## src/hw/rtl/prras_pkg.sv

```systemverilog
// Shared types and constants for the priority round robin aging scheduler.
// No dependencies.
`timescale 1ns / 1ps
package prras_pkg;
   localparam int NumTasksDefault = 8;
   localparam int MapWidth = 16;
   localparam logic [7:0] QuantumReset = 8'd2;
   localparam logic [3:0] AgingReset = 4'd1;
   localparam logic CsrQuantum = 1'b0;
   localparam logic CsrAging = 1'b1;
   localparam logic KindLoad = 1'b0;
   localparam logic KindTick = 1'b1;
   localparam logic [1:0] CodeIdle = 2'd0;
   localparam logic [1:0] CodeRun = 2'd1;
   localparam logic [1:0] CodeWait = 2'd2;

   // one task table entry
   typedef struct packed {
      logic [15:0] arrival;
      logic [15:0] remaining;
      logic [7:0]  base_prio;
      logic [7:0]  dyn_prio;
      logic [15:0] sw_count;
   } task_type;

   // memory port request from the sequencer
   typedef struct packed {
      logic     we;
      task_type wdata;
   } mem_req_type;
endpackage

```

## src/hw/rtl/priority_round_robin_aging_scheduler.sv

```systemverilog
// Top level of the priority round robin aging scheduler: sequencer and table.
// Depends on prras_pkg and prras_task_mem.
`timescale 1ns / 1ps
// A load transfer holds busy high for one cycle while its table entry is written.
// After reset a clearing pass over the task table writes zero to every entry
// with busy high. A tick holds busy high for three read passes over the table
// (best candidate; write back of aging, priority, remaining work and switch
// count; state map and done flag), the decision state and the result state.
// The single table read port is why these steps run as separate passes. The
// result is shown for one cycle on rsp_valid, in the first cycle with busy low,
// and cannot be stalled.
module priority_round_robin_aging_scheduler
   import prras_pkg::*;
#(
   parameter int NUM_TASKS = NumTasksDefault
) (
   input  logic        clock,
   input  logic        reset,
   input  logic        start,
   output logic        busy,
   input  logic        req_kind,
   input  logic [2:0]  req_slot,
   input  logic [15:0] req_arrival_time,
   input  logic [15:0] req_burst_length,
   input  logic [7:0]  req_base_priority,
   output logic        rsp_valid,
   output logic        rsp_running_valid,
   output logic [2:0]  rsp_running_slot,
   output logic [15:0] rsp_state_map,
   output logic        rsp_switch_valid,
   output logic [2:0]  rsp_switched_slot,
   output logic [15:0] rsp_switched_count,
   output logic        rsp_all_done,
   input  logic        csr_valid,
   output logic        csr_ready,
   input  logic        csr_index,
   input  logic [7:0]  csr_wdata
);
   localparam int AW = (NUM_TASKS > 1) ? $clog2(NUM_TASKS) : 1;
   localparam int CW = AW + 1;
   localparam logic [CW-1:0] Last = CW'(NUM_TASKS - 1);

   typedef enum logic [6:0] {
      ST_CLEAR = 7'b0000001,
      ST_IDLE  = 7'b0000010,
      ST_SCAN  = 7'b0000100,
      ST_DEC   = 7'b0001000,
      ST_UPD   = 7'b0010000,
      ST_MAP   = 7'b0100000,
      ST_RESP  = 7'b1000000
   } state_type;

   state_type state_ff, state_in;
   logic [CW-1:0] cnt_ff, cnt_in;
   logic          rv_ff, rv_in;   // read data valid for entry cnt-1
   logic [7:0]  quantum_ff;
   logic [3:0]  aging_ff;
   logic [AW-1:0] cur_slot_ff, cur_slot_in;
   logic        cur_valid_ff, cur_valid_in;
   logic [7:0]  slice_ff, slice_in;
   logic [15:0] elapsed_ff, elapsed_in;
   // request latch
   logic        kind_ff;
   logic [2:0]  slot_ff;
   logic [15:0] arr_ff, burst_ff;
   logic [7:0]  bprio_ff;
   // scan results
   logic        cand_ok_ff, cand_ok_in;
   logic [AW-1:0] cand_ff, cand_in;
   logic [7:0]  cand_p_ff, cand_p_in;
   logic        live_ff, live_in;
   logic [7:0]  cur_p_ff, cur_p_in;
   // decision
   logic        ran_ff, ran_in, sw_ff, sw_in;
   logic [AW-1:0] run_ff, run_in, sws_ff, sws_in;
   logic [15:0] swc_ff, swc_in;
   logic        age_ff, age_in;
   logic [15:0] map_ff, map_in;
   logic        done_ff, done_in;

   logic [AW-1:0] raddr, waddr;
   mem_req_type   mreq;
   task_type      rdata;
   logic [AW-1:0] ridx;
   logic          rdy;

   prras_task_mem #(.NUM_TASKS(NUM_TASKS)) u_mem (
      .clock(clock), .waddr(waddr), .req(mreq), .raddr(raddr), .rdata(rdata)
   );

   assign ridx = AW'(cnt_ff - CW'(1));
   assign rdy = (rdata.remaining != 16'd0) && (rdata.arrival <= elapsed_ff);
   assign raddr = AW'(cnt_ff);
   assign busy = (state_ff != ST_IDLE);
   assign csr_ready = 1'b1;

   // configuration registers
   always_ff @(posedge clock) begin
      if (reset) begin
         quantum_ff <= QuantumReset;
         aging_ff <= AgingReset;
      end else if (csr_valid && csr_ready) begin
         case (csr_index)
            CsrQuantum: quantum_ff <= csr_wdata;
            CsrAging:   aging_ff <= csr_wdata[3:0];
            default: ;
         endcase
      end
   end

   // sequencer
   always_comb begin
      task_type w;
      logic [8:0] aged;
      logic [1:0] code;
      logic [7:0] sl;
      state_in = state_ff; cnt_in = cnt_ff; rv_in = 1'b0;
      cur_slot_in = cur_slot_ff; cur_valid_in = cur_valid_ff;
      slice_in = slice_ff; elapsed_in = elapsed_ff;
      cand_ok_in = cand_ok_ff; cand_in = cand_ff; cand_p_in = cand_p_ff;
      live_in = live_ff; cur_p_in = cur_p_ff;
      ran_in = ran_ff; sw_in = sw_ff; run_in = run_ff; sws_in = sws_ff;
      swc_in = swc_ff; age_in = age_ff; map_in = map_ff; done_in = done_ff;
      mreq.we = 1'b0; mreq.wdata = rdata; waddr = ridx;
      w = rdata; aged = '0; code = CodeIdle; sl = 8'd0;
      case (state_ff)
         ST_CLEAR: begin
            mreq.we = 1'b1; mreq.wdata = '0; waddr = AW'(cnt_ff);
            cnt_in = cnt_ff + CW'(1);
            if (cnt_ff == Last) state_in = ST_IDLE;
         end
         ST_IDLE: begin
            cnt_in = '0;
            if (start) begin
               cand_ok_in = 1'b0; live_in = 1'b0;
               map_in = '0; done_in = 1'b1;
               state_in = (req_kind == KindTick) ? ST_SCAN : ST_DEC;
               // loads go straight to a write in ST_DEC
            end
         end
         ST_SCAN: begin
            if (cnt_ff != CW'(NUM_TASKS)) begin
               cnt_in = cnt_ff + CW'(1);
               rv_in = 1'b1;
            end
            if (rv_ff) begin
               if (cur_valid_ff && ridx == cur_slot_ff) begin
                  live_in = rdy; cur_p_in = rdata.dyn_prio;
               end else if (rdy && (!cand_ok_ff || rdata.dyn_prio > cand_p_ff)) begin
                  cand_ok_in = 1'b1; cand_in = ridx; cand_p_in = rdata.dyn_prio;
               end
            end
            if (cnt_ff == CW'(NUM_TASKS) && !rv_ff) begin
               state_in = ST_DEC; cnt_in = '0;
            end
         end
         ST_DEC: begin
            if (kind_ff == KindLoad) begin
               w.arrival = arr_ff; w.remaining = burst_ff;
               w.base_prio = bprio_ff; w.dyn_prio = bprio_ff; w.sw_count = '0;
               mreq.wdata = w; waddr = AW'(slot_ff);
               mreq.we = (int'(slot_ff) < NUM_TASKS);
               state_in = ST_IDLE;
            end else begin
               sl = slice_ff;
               ran_in = 1'b0; sw_in = 1'b0; sws_in = '0; run_in = '0;
               if (live_ff) begin
                  ran_in = 1'b1; run_in = cur_slot_ff;
                  if (cand_ok_ff && (cand_p_ff > cur_p_ff || slice_ff >= quantum_ff)) begin
                     sw_in = 1'b1; sws_in = cur_slot_ff; run_in = cand_ff; sl = 8'd0;
                  end
               end else if (cand_ok_ff) begin
                  ran_in = 1'b1; run_in = cand_ff; sl = 8'd0;
               end
               if (live_ff || cand_ok_ff) begin
                  if (sl != 8'hFF) sl = sl + 8'd1;
                  slice_in = sl;
                  cur_slot_in = run_in; cur_valid_in = 1'b1;
               end else begin
                  cur_valid_in = 1'b0;
               end
               age_in = (sl >= quantum_ff);
               swc_in = '0;
               state_in = ST_UPD; cnt_in = '0;
            end
         end
         ST_UPD: begin
            // read pass writes back each entry
            if (cnt_ff != CW'(NUM_TASKS)) begin
               cnt_in = cnt_ff + CW'(1);
               rv_in = 1'b1;
            end
            if (rv_ff) begin
               if (ran_ff && ridx == run_ff) begin
                  w.dyn_prio = rdata.base_prio;
                  w.remaining = rdata.remaining - 16'd1;
               end else if (rdy && age_ff && ran_ff) begin
                  aged = {1'b0, rdata.dyn_prio} + {5'd0, aging_ff};
                  w.dyn_prio = aged[8] ? 8'hFF : aged[7:0];
               end
               if (sw_ff && ridx == sws_ff) begin
                  if (rdata.sw_count != 16'hFFFF) w.sw_count = rdata.sw_count + 16'd1;
                  swc_in = w.sw_count;
               end
               mreq.we = 1'b1; mreq.wdata = w;
            end
            if (cnt_ff == CW'(NUM_TASKS) && !rv_ff) begin
               state_in = ST_MAP; cnt_in = '0;
            end
         end
         ST_MAP: begin
            if (cnt_ff != CW'(NUM_TASKS)) begin
               cnt_in = cnt_ff + CW'(1);
               rv_in = 1'b1;
            end
            if (rv_ff) begin
               if (ran_ff && ridx == run_ff) code = CodeRun;
               else if (rdy) code = CodeWait;
               if (int'(ridx) < 8) map_in[2*ridx +: 2] = code;
               if (rdata.remaining != 16'd0) done_in = 1'b0;
            end
            if (cnt_ff == CW'(NUM_TASKS) && !rv_ff) state_in = ST_RESP;
         end
         ST_RESP: begin
            if (elapsed_ff != 16'hFFFF) elapsed_in = elapsed_ff + 16'd1;
            state_in = ST_IDLE;
         end
         default: state_in = ST_IDLE;
      endcase
   end

   // control registers
   always_ff @(posedge clock) begin
      if (reset) begin
         state_ff <= ST_CLEAR; cnt_ff <= '0; rv_ff <= 1'b0;
         cur_slot_ff <= '0; cur_valid_ff <= 1'b0; slice_ff <= '0; elapsed_ff <= '0;
         rsp_valid <= 1'b0;
      end else begin
         state_ff <= state_in; cnt_ff <= cnt_in; rv_ff <= rv_in;
         cur_slot_ff <= cur_slot_in; cur_valid_ff <= cur_valid_in;
         slice_ff <= slice_in; elapsed_ff <= elapsed_in;
         rsp_valid <= (state_ff == ST_RESP);
      end
   end

   // payload registers
   always_ff @(posedge clock) begin
      if (state_ff == ST_IDLE && start) begin
         kind_ff <= req_kind; slot_ff <= req_slot; arr_ff <= req_arrival_time;
         burst_ff <= req_burst_length; bprio_ff <= req_base_priority;
      end
      cand_ok_ff <= cand_ok_in; cand_ff <= cand_in; cand_p_ff <= cand_p_in;
      live_ff <= live_in; cur_p_ff <= cur_p_in;
      ran_ff <= ran_in; sw_ff <= sw_in; run_ff <= run_in; sws_ff <= sws_in;
      swc_ff <= swc_in; age_ff <= age_in; map_ff <= map_in; done_ff <= done_in;
      if (state_ff == ST_RESP) begin
         rsp_running_valid <= ran_ff;
         rsp_running_slot <= ran_ff ? 3'(run_ff) : 3'd0;
         rsp_state_map <= map_ff;
         rsp_switch_valid <= sw_ff;
         rsp_switched_slot <= sw_ff ? 3'(sws_ff) : 3'd0;
         rsp_switched_count <= sw_ff ? swc_ff : 16'd0;
         rsp_all_done <= done_ff;
      end
   end
endmodule

```

## src/hw/rtl/prras_task_mem.sv

```systemverilog
// Task table memory: one write port, one registered read port.
// Depends on prras_pkg.
`timescale 1ns / 1ps
module prras_task_mem
   import prras_pkg::*;
#(
   parameter int NUM_TASKS = NumTasksDefault,
   localparam int AW = (NUM_TASKS > 1) ? $clog2(NUM_TASKS) : 1
) (
   input  logic        clock,
   input  logic [AW-1:0] waddr,
   input  mem_req_type req,
   input  logic [AW-1:0] raddr,
   output task_type    rdata
);
   task_type mem_ff [NUM_TASKS];

   // synchronous write and read
   always_ff @(posedge clock) begin
      if (req.we) begin
         mem_ff[waddr] <= req.wdata;
      end
      rdata <= mem_ff[raddr];
   end
endmodule

```

## config.mk

```make
export PLATFORM = sky130hd
export DESIGN_NAME = priority_round_robin_aging_scheduler
export DESIGN_NICKNAME = d
export VERILOG_FILES = /design/src/hw/rtl/prras_pkg.sv /design/src/hw/rtl/priority_round_robin_aging_scheduler.sv /design/src/hw/rtl/prras_task_mem.sv
export SDC_FILE = /design/constraint.sdc
export NUM_CORES = 1
export LEC_CHECK = 0
export ABC_AREA = 1
export BUFFER_PORTS_ARGS = -buffer_cell sky130_fd_sc_hd__buf_4
export CAP_MARGIN = 30
export CELL_PAD_IN_SITES_DETAIL_PLACEMENT = 1
export CELL_PAD_IN_SITES_GLOBAL_PLACEMENT = 1
export CORE_MARGIN = 2
export CORE_UTILIZATION = 29
export DETAILED_ROUTE_END_ITERATION = 7
export PLACE_DENSITY_LB_ADDON = 0.1
export SLEW_MARGIN = 20
export SYNTH_ARGS = -nofsm -noshare
export SYNTH_HDL_FRONTEND = slang
export SYNTH_SLANG_ARGS = --single-unit
```

## constraint.sdc

```tcl
create_clock -name clock -period 7.16 [get_ports clock]
set_input_delay 0.358 -clock clock [delete_from_list [all_inputs] [get_ports clock]]
set_output_delay 0.358 -clock clock [all_outputs]
set_load 0.03 [all_outputs]
```

* Word level (Yosys, flattened, before mapping)
Memory sizes are Yosys's and may differ from the RTL's. A register that Yosys moved wholly into a read port is not among the register bits.
Index checks and enable logic that the tools add are counted.
Widths: inputs -> output; s select.
** Storage, ports and cells
- Bits in registers :: 201
- RAM bits :: 512
- Input port bits :: 57
- Output and inout bits :: 44
- Logic and storage cells :: 188
- Memories kept :: 1
** Cells by class
- Add/subtract/negate cells :: 8
- $lt $le $gt $ge :: 5
- Eq/ne operators :: 31
- Shift-type cells :: 2
- Multiplexer cells :: 65
- Bitwise logic cells :: 3
- Reduce and logical (&&, ||, !) cells :: 38
** Memories
- u_mem.mem_ff :: words 8, bits a word 64, rd ports 1, clocked after Yosys merged registers in 1, wr ports 1, line prras_task_mem.sv:16 : task_type mem_ff [NUM_TASKS];
** Operator list (number)
- $pmux 65 s3 :: 1
- $mux 65 :: 2
- $mux 16 :: 8
- $mux 8 :: 12
- $pmux 16 s2 :: 2
- $pmux 7 s6 :: 1
- $mux 7 :: 5
- $neg 4->34 :: 1
- $shift 2x34->16 const A :: 1
- $shiftx 2x34->16 :: 1
- $add 16x1->16 const B :: 2
- $ne 16x16->1 const B :: 2
- $ne 2x2->1 const B :: 14
- $pmux 4 s5 :: 1
- $bwmux 16 :: 1
- $ge 8x8->1 :: 2
- $gt 8x8->1 :: 2
- $le 16x16->1 :: 1
- $mux 4 :: 4
- $reduce_and 4->1 :: 4
- $reduce_bool 16->1 :: 1
- $sub 16x1->16 const B :: 1
- $mux 1 :: 15
- $mux 3 :: 4
- other kinds (32) :: 64

* Depth between registers and ports, before layout
- Depth in word-level cells :: 13
- Mapped depth :: 31
- Gate-level depth less buffers :: 30

* Hierarchy
Synthesis repeated with hierarchy kept, for this count alone.
** Unflattened totals
- Cell total of the unflattened synthesis :: 3647
- Area, all modules :: 35198.8 um^2
** By module, submodules not included
- prras_task_mem :: times used 1, cells an instance 2294, area each 23657.7 um^2, sequential area each 16656.0 um^2
- priority_round_robin_aging_scheduler :: times used 1, cells an instance 1353, area each 11541.1 um^2, sequential area each 5505.3 um^2

* Worst setup path before layout
OpenSTA, ideal clock, no wires.
- Path kind :: reg2reg
- Start :: reg cnt_ff[0]
- End :: mem u_mem.mem_ff[1][0] (netlist name), enable pin
- Setup time :: 486 ps
- Arrival :: 4938 ps
- Path slack :: 1736 ps
- Stages on the path, launching flop included :: 14
- Path buffers :: 4
- Period minus slack after synthesis :: 5424 ps
- Cell sequence :: dfxtp_1 > inv_1 > buf_2 > clkbuf_1 > clkbuf_1 > ha_1 > inv_1 > nand2_1 > and2_1 > buf_4 > inv_1 > a221oi_2 > nand2_1 > nor2_1
** On the way
- Cells in the longest elaborated chain, start to end :: 3
** RTL lines
- start, declared :: line priority_round_robin_aging_scheduler.sv:54 : logic [CW-1:0] cnt_ff, cnt_in;
- start signal, assigned :: line priority_round_robin_aging_scheduler.sv:239 : state_ff <= state_in; cnt_ff <= cnt_in; rv_ff <= rv_in;
- $sub 3x1->3 (*) :: line priority_round_robin_aging_scheduler.sv:91 : assign ridx = AW'(cnt_ff - CW'(1));
- via ridx[0] :: line priority_round_robin_aging_scheduler.sv:84 : logic [AW-1:0] ridx;
- $mux 3 :: line priority_round_robin_aging_scheduler.sv:158 : if (kind_ff == KindLoad) begin
- $pmux 3 s2 (*) :: line priority_round_robin_aging_scheduler.sv:126 : case (state_ff)
- end, declared :: line prras_task_mem.sv:16
The timed path passes the listed nets; every way through them passes the cells marked *.

* Worst setup path after layout
- Start :: reg slice_ff[0]
- End :: reg age_ff (data pin)
** On the way
- Cells in the longest elaborated chain, start to end :: 13
** RTL lines
- start, declared :: line priority_round_robin_aging_scheduler.sv:60 : logic [7:0] slice_ff, slice_in;
- start signal, assigned :: line priority_round_robin_aging_scheduler.sv:241 : slice_ff <= slice_in; elapsed_ff <= elapsed_in;
- $ge 8x8->1 :: line priority_round_robin_aging_scheduler.sv:169 : if (cand_ok_ff && (cand_p_ff > cur_p_ff || slice_ff >= quantum_ff)) begin
- $logic_or 1x1->1 :: line priority_round_robin_aging_scheduler.sv:169
- $logic_and 1x1->1 :: line priority_round_robin_aging_scheduler.sv:169
- $mux 8 :: line priority_round_robin_aging_scheduler.sv:169
- $mux 8 (*) :: line priority_round_robin_aging_scheduler.sv:167 : if (live_ff) begin
- $mux 8 (*) :: line priority_round_robin_aging_scheduler.sv:158
- $mux 8 (*) :: line priority_round_robin_aging_scheduler.sv:126
- $add 8x1->8 / $ne 8x8->1 (equally long branches) :: line priority_round_robin_aging_scheduler.sv:176 : if (sl != 8'hFF) sl = sl + 8'd1;
- $mux 8 :: line priority_round_robin_aging_scheduler.sv:176
- $mux 8 (*) :: line priority_round_robin_aging_scheduler.sv:175 : if (live_ff || cand_ok_ff) begin
- $mux 8 (*) :: line priority_round_robin_aging_scheduler.sv:158
- $mux 8 (*) :: line priority_round_robin_aging_scheduler.sv:126
- $ge 8x8->1 (*) :: line priority_round_robin_aging_scheduler.sv:182 : age_in = (sl >= quantum_ff);
- end signal, assigned :: line priority_round_robin_aging_scheduler.sv:255 : swc_ff <= swc_in; age_ff <= age_in; map_ff <= map_in; done_ff <= done_in;
- end, declared :: line priority_round_robin_aging_scheduler.sv:77 : logic age_ff, age_in;
Every way passes the cells marked *; elsewhere a longest branch is shown, timed or not. The select of a mux whose other input is x is not followed.
A chain may end at the register's enable or synchronous reset.

==> metrics.md <==
| Metric | Value |
|---|---|
| Post-route ant nets | 0 |
| Worst-path clk slew | 0.06 ns |
| CTS root buffer | clkbuf_16 |
| Mean post-synth cell area | 11.2 µm² |
| Ys flop type | edfxtp_1 |
| Vias | 22300 |
| Ratio of cells with drive above 1 in the final layout | 11.2% |
| Internal Pwr Total | 11000 µW |
| Final setup fails | 0 |
| GR Overflow Total | 0 |
| Clock buffer depth | 3 |
| Gr usage total | 16.8% |
| Clk sinks | 777 |
| Die span in x | 339 µm |
| Mapped Nets | 3017 |
| Final period utilization | 64.3% |
| Most frequent cells in the layout | edfxtp_1, nor2_1, o21ai_0, nand2_1, inv_1 |
| Worst Setup End Kind | flip-flop |
| Max stage delay on crit path | 0.38 ns |
| Routed vias/inst | 4.83 |
| Setup Fix Bufs, Post-CTS | 0 |
| Synth Register Bits | 777 |
| Power Density | 444 mW/mm² |
| Relative slew margins | 34.9% |
| RSZ-0062 raised after global routing | false |
| Num CTS Buffers | 92 |
| Most Frequent Cell on Critical Path | nand2_1 |
| DR iter-0 viols | 1378 |
| Flop pwr share | 43.7% |
| Minimum clock period | 4.61 ns |
| Final Max Tran Viols | 0 |
| Combinational Power Share | 28.5% |
| CP Max Fanout | 17 |
| Starting density of the core | 29.3% |
| Number of flops mapped to enable cells by yosys | 660 |
| Clk pwr share | 27.8% |
| Initial antenna violation count | 3 |
| P_leak | 0.0140 µW |
| First-pass GRT wire length | 149000 µm |
| Fmax | 217 MHz |
| Fin util | 34.9% |
| CP Data Arrival Time | 4.98 ns |
| Worst Setup Path Type | flip-flop to flip-flop |
| Residual DRC | 0 |
| H-tree depth | 3 |
| WP data required | 7.53 ns |
| Sequential area share after synthesis | 68.2% |
| Filler cells | 12100 |
| Most common cell after layout, fill and taps aside | edfxtp_1 |
| Cells after Synth | 2896 |
| Drt pass-1 iters | 5 |
| Sw Pwr | 6220 µW |
| Critical path startpoint category | flip-flop |
| Post-synthesis cell type count | 63 |
| Sw Ratio | 36.1% |
| Average routed wire per standard cell | 21.1 µm |
| Core ar. | 0.111 mm² |
| Slew @ Worst Pin | 0.977 ns |
| Synth-to-layout area growth | 19.3% |
| Mapped cell area | 0.0325 mm² |
| ANT cells | 0 |
| Hold Crit Class | input port to flip-flop |
| Post-DP HPWL | 61000 µm |
| CP startpoint | slice_ff[0]$_SDFFE_PP0P_ |
| Vias in the first global route | 23400 |
| Sum of buffers and inverters on the critical path | 1 |
| # rows | 122 |
| Full die area | 0.115 mm² |
| CTS tree | done |
| Port buffer count | 99 |
| Status | finished clean |
| Net count, final | 3175 |
| Latest clock arrival within the worst-skew pair | 0.66 ns |
| Final hold vios | 0 |
| IO Pins | 101 |
| Largest net degree at the start of global routing | 209 |
| Worst hold start | csr_index |
| Maximum vdd ir drop | 0.256 mV |
| Clock skew | 0.0251 ns |
| Chip height | 339 µm |
| FF-to-FF Start | slice_ff[0]$_SDFFE_PP0P_ |
| Dpl ws | 2.40 ns |
| Synth Warn # | 0 |
| FFs w/ async S/R, synth | 0% |
| Global placement routability congestion | 0.807 |
| Top cell family by delay on the critical path | simple AND/OR/NAND/NOR gates |
| Max cap viols | 0 |
| Setup TNS | 0 ns |
| Critical-path top delay cell | dfxtp_1 |
| Final WL | 97500 µm |
| PnR worst setup slack | 2.55 ns |
-- metrics by stage --
step	hold slack [ns]	total power, µW	cells	cell area (µm²)
2_1_floorplan	0.400	10400	2896	32500
3_3_place_gp	0.443	12400	4384	34900
3_5_place_dp	0.441	12600	4391	35100
4_1_cts	0.0362	17500	4619	38700
5_1_grt	0.0943	18200	4622	38800
6_report	0.0831	17200	4622	38800
-- power by group through the flow --
stage                     logic [µW]  registers [µW]  clock network, µW
after CTS                       5000            7540               4930
after floorplan                 3010            7390                  0
after global routing            5510            7650               5090
after global placement          4800            7620                  0
final                           4900            7530               4790
after detailed placement        4960            7630                  0
-- final timing paths --
| path | endpoint | slack (ns) | cells after the start |
|---|---|---|---|
| worst max-delay path | age_ff$_DFFE_PP_ | 2.55 | 27 |
| worst min-delay path | quantum_ff[0]$_SDFFE_PP0P_ | 0.08 | 4 |
| worst max register to register | age_ff$_DFFE_PP_ | 2.55 | 27 |
| worst min register to register | rsp_state_map[5]$_DFFE_PP_ | 0.45 | 0 |
-- layer usage --
layer | vias up | share of wire [%] | wire [µm] | GRT usage (%)
met2 | 365 | 44 | 43300 | 26.0
met4 | 0 | 2.4 | 2390 | 4.64
li1 | 10600 | - | - | -
met3 | 119 | 3.4 | 3360 | 2.68
met5 | - | 0 | 0 | 0
met1 | 11300 | 50 | 48400 | 24.2
-- cells by family (layout without fill, tap and decap cells) --
family | Yosys count | in the layout | synth area share (%)
mux | 1 | 1 | 0.0308
compound gates | 682 | 682 | 11.8
other cells | 1 | 1 | 0.0115
simple gates | 993 | 993 | 12.7
fa+ha+maj | 64 | 64 | 2.49
buf+inv | 357 | 595 | 4.25
xor+xnor | 21 | 21 | 0.589
flops | 777 | 777 | 68.2
-- timing repair --
item                                   CTS  global route
setup endpoints to repair                0             0
resized for setup                        0             0
endpoints found under the hold margin   56             0
hold buffers                            54             0
-- cell usage after synthesis (5+ instances only) --
| master | count | share of area [%] |
|---|---|---|
| nor2_1 | 581 | 6.7 |
| a31oi_1 | 65 | 1.3 |
| xnor2_1 | 9 | 0.24 |
| nand3_1 | 61 | 0.94 |
| buf_1 | 10 | 0.12 |
| a21oi_1 | 100 | 1.5 |
| nand2_2 | 6 | 0.12 |
| clkbuf_1 | 104 | 1.2 |
| nor2_2 | 6 | 0.12 |
| o211ai_1 | 5 | 0.12 |
| o21ai_1 | 30 | 0.46 |
| a211oi_1 | 7 | 0.16 |
| nor3_1 | 34 | 0.52 |
| a22o_1 | 17 | 0.46 |
| dfxtp_1 | 117 | 7.2 |
| nor2_4 | 6 | 0.21 |
| o22ai_1 | 68 | 1.3 |
| nand4_1 | 22 | 0.42 |
| o21ai_0 | 357 | 5.5 |
| inv_2 | 13 | 0.15 |
| edfxtp_1 | 660 | 61 |
| ha_1 | 63 | 2.4 |
| buf_2 | 11 | 0.17 |
| nand2_1 | 252 | 2.9 |
| nand3b_1 | 6 | 0.14 |
| inv_1 | 209 | 2.4 |
| nand3_2 | 5 | 0.15 |
| xor2_1 | 11 | 0.30 |
-- flip-flops by register name (all words and copies together), names as in the netlist, 16 cells and up --
signal,flops
arr_ff,16
burst_ff,16
elapsed_ff,16
map_ff,16
rsp_state_map,16
rsp_switched_count,16
swc_ff,16
u_mem.mem_ff,512
u_mem.rdata,64
-- worst min-delay path, cell delays in order --
cell     delay, ns
buf_4         0.08
nor2_1        0.06
o21ai_0       0.14
nor2_1        0.04
-- layout make-up --
cell class | count | area, µm² | share of cell area [%]
flip-flops and latches | 777 | 22200 | 57.2
multi-input cells | 1762 | 9050 | 23.3
clock buffers | 124 | 2530 | 6.53
well taps | 1488 | 1860 | 4.80
repair buffers | 194 | 1720 | 4.44
inverters | 227 | 867 | 2.24
clock inverters | 50 | 574 | 1.48
(Power assumes the default switching activity.)
